===== src/sepq_pkg.sv =====
// Shared types, constants and codes for the sorted event priority queue.
// No dependencies; every other file imports this package.
`timescale 1ns / 1ps
`default_nettype none

package sepq_pkg;

    localparam int QUEUE_DEPTH = 16;
    localparam int TIME_BITS   = 32;
    localparam int CNT_W       = $clog2(QUEUE_DEPTH + 1);

    // request kinds
    localparam logic OP_SCHEDULE = 1'b0;
    localparam logic OP_POP      = 1'b1;

    // result status codes
    localparam logic [1:0] ST_INSERTED = 2'd0;
    localparam logic [1:0] ST_POPPED   = 2'd1;
    localparam logic [1:0] ST_EMPTY    = 2'd2;
    localparam logic [1:0] ST_DROPPED  = 2'd3;

    typedef struct packed {
        logic [TIME_BITS-1:0] tstamp;
        logic [2:0]           kind;
        logic [3:0]           machine;
        logic [31:0]          arrival;
    } slot_t;

    // controller to datapath commands
    typedef struct packed {
        logic             insert;
        logic             shift_out;
        logic             load_result;
        logic [CNT_W-1:0] live_count;
    } cmd_t;

endpackage

`default_nettype wire


===== src/sepq_datapath.sv =====
// Slot shift line, parallel insert compare and result payload register.
// Depends on sepq_pkg; driven by commands from sepq_controller.
`timescale 1ns / 1ps
`default_nettype none

module sepq_datapath (
    input  wire logic           aclk,
    input  sepq_pkg::cmd_t      cmd,
    input  sepq_pkg::slot_t     new_slot,
    output sepq_pkg::slot_t     result
);
    import sepq_pkg::*;

    slot_t                  slot_reg [QUEUE_DEPTH];
    slot_t                  slot_next [QUEUE_DEPTH];
    logic [QUEUE_DEPTH-1:0] less;
    slot_t                  result_reg;
    slot_t                  result_next;

    genvar i;
    generate
        for (i = 0; i < QUEUE_DEPTH; i++) begin : g_slot
            localparam logic [CNT_W-1:0] IDX = CNT_W'(i);

            // live and strictly earlier than the new notice
            assign less[i] = (IDX < cmd.live_count) &&
                             (slot_reg[i].tstamp < new_slot.tstamp);

            always_comb begin
                slot_next[i] = slot_reg[i];
                if (cmd.insert) begin
                    if (!less[i]) begin
                        if (i == 0) begin
                            slot_next[i] = new_slot;
                        end else if (less[(i == 0) ? 0 : i - 1]) begin
                            slot_next[i] = new_slot;
                        end else begin
                            slot_next[i] = slot_reg[(i == 0) ? 0 : i - 1];
                        end
                    end
                end else if (cmd.shift_out) begin
                    // advance towards the head; the tail slot holds
                    if (i < QUEUE_DEPTH - 1) begin
                        slot_next[i] = slot_reg[(i < QUEUE_DEPTH - 1) ? i + 1 : i];
                    end
                end
            end

            always_ff @(posedge aclk) begin
                slot_reg[i] <= slot_next[i];
            end
        end
    endgenerate

    always_comb begin
        result_next = result_reg;
        if (cmd.load_result) begin
            result_next = cmd.shift_out ? slot_reg[0] : '0;
        end
    end

    always_ff @(posedge aclk) begin
        result_reg <= result_next;
    end

    assign result = result_reg;

endmodule

`default_nettype wire


===== src/sepq_controller.sv =====
// Occupancy count, result status and output handshake state machine.
// Depends on sepq_pkg; issues commands to sepq_datapath.
`timescale 1ns / 1ps
`default_nettype none

module sepq_controller (
    input  wire logic                   aclk,
    input  wire logic                   aresetn,
    input  wire logic                   req_valid,
    input  wire logic                   req_op,
    output logic                        req_ready,
    output logic                        res_valid,
    input  wire logic                   res_ready,
    output logic [1:0]                  res_status,
    output logic [sepq_pkg::CNT_W-1:0]  count,
    output sepq_pkg::cmd_t              cmd
);
    import sepq_pkg::*;

    typedef enum logic {
        OUT_IDLE,
        OUT_FULL
    } state_t;

    state_t           state_reg, state_next;
    logic [CNT_W-1:0] count_reg, count_next;
    logic [1:0]       status_reg, status_next;
    logic             accept;
    logic             is_full;
    logic             is_empty;

    localparam logic [CNT_W-1:0] DEPTH_C = CNT_W'(QUEUE_DEPTH);

    assign req_ready = (state_reg == OUT_IDLE) || res_ready;
    assign accept    = req_valid && req_ready;
    assign is_full   = (count_reg == DEPTH_C);
    assign is_empty  = (count_reg == '0);

    always_comb begin
        state_next      = state_reg;
        count_next      = count_reg;
        status_next     = status_reg;
        cmd.insert      = 1'b0;
        cmd.shift_out   = 1'b0;
        cmd.load_result = accept;
        cmd.live_count  = count_reg;
        if (accept) begin
            state_next = OUT_FULL;
            case (req_op)
                OP_SCHEDULE: begin
                    if (is_full) begin
                        status_next = ST_DROPPED;
                    end else begin
                        status_next = ST_INSERTED;
                        count_next  = count_reg + CNT_W'(1);
                        cmd.insert  = 1'b1;
                    end
                end
                OP_POP: begin
                    if (is_empty) begin
                        status_next = ST_EMPTY;
                    end else begin
                        status_next   = ST_POPPED;
                        count_next    = count_reg - CNT_W'(1);
                        cmd.shift_out = 1'b1;
                    end
                end
                default: begin
                    status_next = ST_EMPTY;
                end
            endcase
        end else if (res_ready) begin
            state_next = OUT_IDLE;
        end
    end

    always_ff @(posedge aclk) begin
        if (!aresetn) begin
            state_reg  <= OUT_IDLE;
            count_reg  <= '0;
            status_reg <= ST_INSERTED;
        end else begin
            state_reg  <= state_next;
            count_reg  <= count_next;
            status_reg <= status_next;
        end
    end

    assign res_valid  = (state_reg == OUT_FULL);
    assign res_status = status_reg;
    assign count      = count_reg;

endmodule

`default_nettype wire


===== src/sorted_event_priority_queue.sv =====
// Top level of the sorted event priority queue: stream ports and packing.
// Depends on sepq_pkg, sepq_controller and sepq_datapath.
//
// A future-event list of QUEUE_DEPTH notices held in a register shift line, sorted
// by time with the earliest at the head. A schedule request (s_tuser = 0) inserts
// its notice ahead of any stored notice of equal time; a pop request (s_tuser = 1)
// removes and returns the head. Every request gives exactly one result with a
// status in m_tuser: inserted, popped, pop on empty list, or insert dropped because
// the list is full; the notice fields are zero unless popped. One request is taken
// per clock, sustained: all slots compare against the new time in parallel and the
// whole line shifts in the same cycle, and the single result register on the
// master side lets a new request in whenever its result is taken that cycle. The
// result is registered and appears in the cycle after the request is accepted. No
// clearing pass after reset: only the count, state and status are reset.
`timescale 1ns / 1ps
`default_nettype none

module sorted_event_priority_queue (
    input  wire logic        aclk,
    input  wire logic        aresetn,
    input  wire logic        s_tvalid,
    output logic             s_tready,
    // [31:0] event_time, [34:32] event_kind, [38:35] machine_number,
    // [70:39] arrival_stamp, [71] zero
    input  wire logic [71:0] s_tdata,
    // [0] op
    input  wire logic [0:0]  s_tuser,
    output logic             m_tvalid,
    input  wire logic        m_tready,
    // [31:0] out_time, [34:32] out_kind, [38:35] out_machine,
    // [70:39] out_arrival, [75:71] entry_count, [79:76] zero
    output logic [79:0]      m_tdata,
    // [1:0] status
    output logic [1:0]       m_tuser
);
    import sepq_pkg::*;

    cmd_t             cmd;
    slot_t            new_slot;
    slot_t            result;
    logic [CNT_W-1:0] count;

    assign new_slot.tstamp  = TIME_BITS'(s_tdata[31:0]);
    assign new_slot.kind    = s_tdata[34:32];
    assign new_slot.machine = s_tdata[38:35];
    assign new_slot.arrival = s_tdata[70:39];

    sepq_controller u_ctrl (
        .aclk       (aclk),
        .aresetn    (aresetn),
        .req_valid  (s_tvalid),
        .req_op     (s_tuser[0]),
        .req_ready  (s_tready),
        .res_valid  (m_tvalid),
        .res_ready  (m_tready),
        .res_status (m_tuser),
        .count      (count),
        .cmd        (cmd)
    );

    sepq_datapath u_dp (
        .aclk     (aclk),
        .cmd      (cmd),
        .new_slot (new_slot),
        .result   (result)
    );

    assign m_tdata = {4'b0, 5'(count), result.arrival, result.machine, result.kind,
                      32'(result.tstamp)};

    logic s_acc;
    assign s_acc = s_tvalid && s_tready;

    localparam logic [CNT_W-1:0] DEPTH_C = CNT_W'(QUEUE_DEPTH);

    a_count_bound: assert property (@(posedge aclk) disable iff (!aresetn)
        count <= DEPTH_C)
        else $error("entry count beyond depth");

    a_result_follows: assert property (@(posedge aclk) disable iff (!aresetn)
        s_acc |=> m_tvalid)
        else $error("accepted request gave no result");

    a_pop_empty: assert property (@(posedge aclk) disable iff (!aresetn)
        (s_acc && s_tuser[0] == OP_POP && count == '0) |=>
        (m_tuser == ST_EMPTY && count == '0))
        else $error("pop on empty list misreported");

    a_drop_full: assert property (@(posedge aclk) disable iff (!aresetn)
        (s_acc && s_tuser[0] == OP_SCHEDULE && count == DEPTH_C) |=>
        (m_tuser == ST_DROPPED && $stable(count)))
        else $error("insert on full list not dropped");

    a_zero_fields: assert property (@(posedge aclk) disable iff (!aresetn)
        (m_tvalid && m_tuser != ST_POPPED) |-> (m_tdata[70:0] == '0))
        else $error("notice fields not zero on non-pop result");

endmodule

`default_nettype wire

===== config.mk =====
export PLATFORM = sky130hd
export DESIGN_NAME = sorted_event_priority_queue
export DESIGN_NICKNAME = d
export VERILOG_FILES = /design/src/sepq_pkg.sv /design/src/sepq_datapath.sv /design/src/sepq_controller.sv /design/src/sorted_event_priority_queue.sv
export SDC_FILE = /design/constraint.sdc
export NUM_CORES = 2
export LEC_CHECK = 0
export BUFFER_PORTS_ARGS = -buffer_cell sky130_fd_sc_hd__buf_2
export CAP_MARGIN = 0
export CELL_PAD_IN_SITES_DETAIL_PLACEMENT = 1
export CELL_PAD_IN_SITES_GLOBAL_PLACEMENT = 1
export CORE_UTILIZATION = 30
export CTS_CLUSTER_DIAMETER = 200
export DETAILED_ROUTE_END_ITERATION = 10
export GPL_TIMING_DRIVEN = 0
export PLACE_DENSITY = 0.58
export SYNTH_ARGS = -nofsm -noshare
export SYNTH_HDL_FRONTEND = slang
export SYNTH_HIERARCHICAL = 1
export SYNTH_SLANG_ARGS = --single-unit

===== constraint.sdc =====
create_clock -name aclk -period 12.8 [get_ports aclk]
set_input_delay 3.2 -clock aclk [delete_from_list [all_inputs] [get_ports aclk]]
set_output_delay 3.2 -clock aclk [all_outputs]
set_load 0.1 [all_outputs]

; ---- Yosys cells after proc, flatten, opt, wreduce, memory -nomap -nowiden
; Memory sizes are Yosys's and may differ from the RTL's.
; Cells that the tools add are included.
[word_totals]
out_inout_bits = 84
inputBits = 77
n_memories = 1
word_cells = 143
ff_bits = 79
ramBits = 1136
[classes]
n_eq_ne = 3
n_lt_le_gt_ge = 32
bitwise = 2
muxes = 75
reduce_logical = 21
addsub = 2
[mem_list]
columns = memory, depth, word_bits, read_ports, rd_ports_with_merged_regs, wr, line
row1 = u_dp.slot_reg, 16, 71, 16, 0, 16, sepq_datapath.sv:14  ; slot_t slot_reg [QUEUE_DEPTH];
[op_table]
columns = op, n
row1 = two-way mux 71 bit, 62
row2 = < comparator 32 bit, 16
row3 = "< comparator 4 x 5 -> 1 bit, first input constant", 8
row4 = "< comparator 3 x 5 -> 1 bit, first input constant", 4
row5 = logical AND 1 bit, 17
row6 = "< comparator 1 x 5 -> 1 bit, first input constant", 2
row7 = "< comparator 2 x 5 -> 1 bit, first input constant", 2
row8 = two-way mux 5 bit, 2
row9 = case mux 5 bit (2 select lines), 1
row10 = two-way mux 1 bit, 6
row11 = two-way mux 2 bit, 3
row12 = "adder 5 x 1 -> 5 bit, second input constant", 1
row13 = "equality test 5 bit, second input constant", 1
row14 = logical NOT 5 bit, 1
row15 = "subtractor 5 x 1 -> 5 bit, second input constant", 1
row16 = "!= test 2 bit, second input constant", 2
row17 = case mux 2 bit (2 select lines), 1
row18 = AND reduction 3 bit, 1
row19 = inverter 1 bit, 2
row20 = nonzero test 2 bit, 1
row21 = logical OR 1 bit, 1

; ---- Logic depth before layout (Yosys ltp)
[depth]
word_depth = 6
mapped_depth = 12
mapped_depth_nobuf = 9

; ---- Modules after synthesis
; The synthesis kept the hierarchy.
[by_module_without_submodules]
columns = module, cells_each, area_per_inst_um2, instances, seq_area_each_um2
row1 = sepq_datapath, 6725, 70657.8, 1, 36244.8
row2 = sepq_controller, 64, 564.3, 1, 160.2
row3 = sorted_event_priority_queue, 5, 33.8, 1, 0.0

; ---- Worst setup path after synthesis
; No wires, ideal clock.
[synth_timing]
path_type = input -> register
from = input port m_tready
to = memory u_dp/slot_reg[1][497] (netlist name), enable pin
required_ps = 12275
n_path_buf = 4
setup_ps = 525
arrival_time_ps = 9441
stages = 10
slack_ps = 2834
path_cell_list = nand2b_1 nand2_1 inv_1 and3_1 clkbuf_1 clkbuf_1 clkbuf_1 clkbuf_1 nand3_1 o22ai_1
[synth_lines]
columns = element, line
row1 = "start, declared", sorted_event_priority_queue.sv:29  ; input wire logic m_tready,
row2 = "end, declared", sepq_datapath.sv:14

==> flow_summary.ini <==
[synthesis]
synth_ff_type = edfxtp_1
synth_edf_count = 1207
synth_top_area_share_pct = 50.87
seq_area_frac_synth_pct = 51.09
netlist-cell-type-count = 70
syn-cell-area_um2 = 71260
synth-warning-count = 6
postSynth.asyncResetShare_pct = 0
yosys.area.top_type = edfxtp_1
avgSynthCellArea_um2 = 10.49
synthCells = 6794
synth_seq_cells = 1215
post_synth_main_area_contributors = edfxtp_1, a221o_1, ha_1

[setup_path]
crit_chain = buf_2 > inv_1 > ha_1 > nand4_1 > or4_1 > o41ai_1 > o21ai_4 > buf_12 > and2_1 > clkbuf_2 > buf_16 > clkbuf_1 > a21oi_4 > buf_12 > buf_12
critPathMostFrequentCell = buf_12
critical_path.endpoint_type = flip-flop
timing_worst_setup_path_type = in2reg
cpLargestDelayFamily = buffers and inverters
critPathLaunchType = input pin
maximum_fanout_count_along_the_critical_path = 22
worst_path_largest_cell_delay_ps = 940
cp.buffers_inverters = 8
crit_slowest_cell = o41ai_1
timing.critical_path.arrival_ps = 9480
worst_ep_required_time_ps = 13310

[final_layout]
drive_above_1_share_pct = 9.106
largest_register_ff_count = 1136
finish.utilization_pct = 35.18
layout.cells.most_common_list = edfxtp_1, nor2_1, nand2_1, a221o_1, clkbuf_1
area_growth_syn_to_layout_pct = 16.33
mostFrequentLayoutCell = edfxtp_1
total_number_of_nets_in_the_final_design = 7768
number_of_filler_cells_placed_in_the_layout = 26340

[run_status]
status = completed

[global_route]
first_pass_grt_wire_length_mm = 469.5
grt_antenna_before_repair = 52
grt_util_all_layers_pct = 27.33
grt_max_degree = 72
globalRouteOverflowTotal = 0
vias_in_the_first_global_route = 63950

[die]
die_height_um = 489.4
core_area_um2 = 235600
die_area_um2 = 239500
die_w_um = 489.4
num_rows = 178
start_util_pct = 30.24
top_level_ports = 161

[drt]
postRouteAntennaNets = 0
routed_wire_length_per_instance_um = 31.89
detailroute.via_count = 62280
viasPerCell = 5.939
drtPass1Iterations = 6
first_iter_violations = 6169
drc_errors = 0
post_detailed_routing_wire_length_mm = 334.4

[cts]
cts.path.max_buffers = 3
cts_resized = 0
post_cts.repair.setup_buffers = 0
ctsHtreeMaxLevel = 4
cts_tree = built
worst_setup_hold_path_clk_slew_ps = 60
cts_made_buffers = 151
insertion_delay_ps = 830
cts.sinks = 1215
cts_root_buf = clkbuf_16
ctsHoldBuffers = 0

[sta]
transition_time_of_the_tightest_slew_check_pin_ps = 1416
final_min_period_over_clock_period_pct = 70.09
post-route-min-period_ps = 8972
fin_worst_hold_slack_ps = 471.5
max-slew-margin-rel_pct = 5.603
grt_setup_unrepaired = no
fmax_achieved_ghz = 0.1115
finalHoldViolCount = 0
worst_clock_skew_ps = 44.79
postLayoutSetupSlackWorst_ps = 3828
totalNegativeSetupSlack_ps = 0
setup_violations = 0
final-max-slew-violation-count = 0

[run]
max_cap_viols = 0

[pwr]
vdd.ir_drop.worst_uv = 147.1
power_frac_comb_pct = 29.5
clockPowerShare_pct = 29.5
net-switching-power_mw = 5.274
cellInternalPower_mw = 9.116
netSwitchingFraction_pct = 36.65
power.density_nw_per_um2 = 173.6
total_leakage_power_nw = 31.25
report.power.total_mw = 14.39
seqPwrFrac_pct = 41.0

[placed_design]
dp_slack_ps = 3055
placement.io_buffers = 155
globalplace.congestion = 0.9046
dpl.hpwl_mm = 261.3

[worst_hold_path]
min_path_type = reg2reg
cell type report:
type / instances / area [um2] / share of cell area, %
Clock buffer: 190 / 4053 / 4.889
Multi-Input combinational cell: 4925 / 32550 / 39.26
Buffer: 611 / 2525 / 3.046
Clock inverter: 86 / 660.6 / 0.7970
Antenna cell: 22 / 55.05 / 0.06642
Tap cell: 3150 / 3941 / 4.755
Timing Repair Buffer: 241 / 2532 / 3.055
Inverter: 46 / 172.7 / 0.2083
Sequential cell: 1215 / 36400 / 43.92
cells in the mapped netlist, drive strengths merged, types with 40 or more instances:
cell    count
nor3       40
buf        87
mux2i      73
ha        499
mux2       72
nand4      71
inv        46
a21o      126
edfxtp   1207
and2      114
or3        44
a31oi     219
nor2b      90
nand3     179
a21oi     466
nor2      934
o21ai     214
a221o     712
nand2     856
clkbuf    524
power groups by stage:
stage	sequential (mW)	clock (mW)	combinational, mW
finish	5.90	4.25	4.24
CTS	5.87	4.32	4.18
floorplan	5.88	0	2.27
global route	5.95	4.44	4.48
detailed placement	5.94	0	4.17
global placement	6.08	0	3.80
worst register-to-register path: stages (launching register included):
cell and delay (ps):
dfxtp_1 530, or4_4 250, or2_0 160, and3_1 520, clkbuf_1 970, clkbuf_2 560
buf_12 290, clkbuf_2 730, clkbuf_1 810, nand3_1 280, o22ai_4 760, buf_16 240
buf_12 210
through the flow:
stage	std cells	area (um2)
after CTS	10460	82820
final	10490	82890
after global placement	10100	75980
after detailed placement	10190	78110
after floorplan	6797	71270
after global routing	10470	82850
per-layer routing:
layer / wire length (um) / vias up / GRT usage, %
met2: 152600 / 2730 / 43.86
li1: - / 26920 / -
met3: 27370 / 605 / 6.161
met1: 139100 / 31990 / 35.13
met5: 169 / - / 0
met4: 15180 / 28 / 11.79
cells by family after synthesis:
family,count (synthesis),synth area share (%)
other cells,1,0.005263
compound gates,1841,19.35
simple gates,2431,14.82
buf+inv,657,3.731
mux,145,2.163
flops,1215,51.09
fa+ha+maj,500,8.790
xor+xnor,4,0.04917
final timing paths:
path / startpoint / endpoint / slack (ps) / depth (start not counted)
setup / recovery: s_tdata[15] / u_dp/slot_reg[0][320]$_DFFE_PP_ / 3830 / 15
hold / removal: u_ctrl/res_status[1]$_SDFFE_PN0P_ / u_ctrl/res_status[1]$_SDFFE_PN0P_ / 470 / 2
setup reg to reg: u_ctrl/count[2]$_SDFFE_PN0P_ / u_dp/slot_reg[1][539]$_DFFE_PP_ / 6170 / 12
hold reg to reg: u_ctrl/res_status[1]$_SDFFE_PN0P_ / u_ctrl/res_status[1]$_SDFFE_PN0P_ / 470 / 2
No activity file was read; power rests on OpenSTA's default activity.
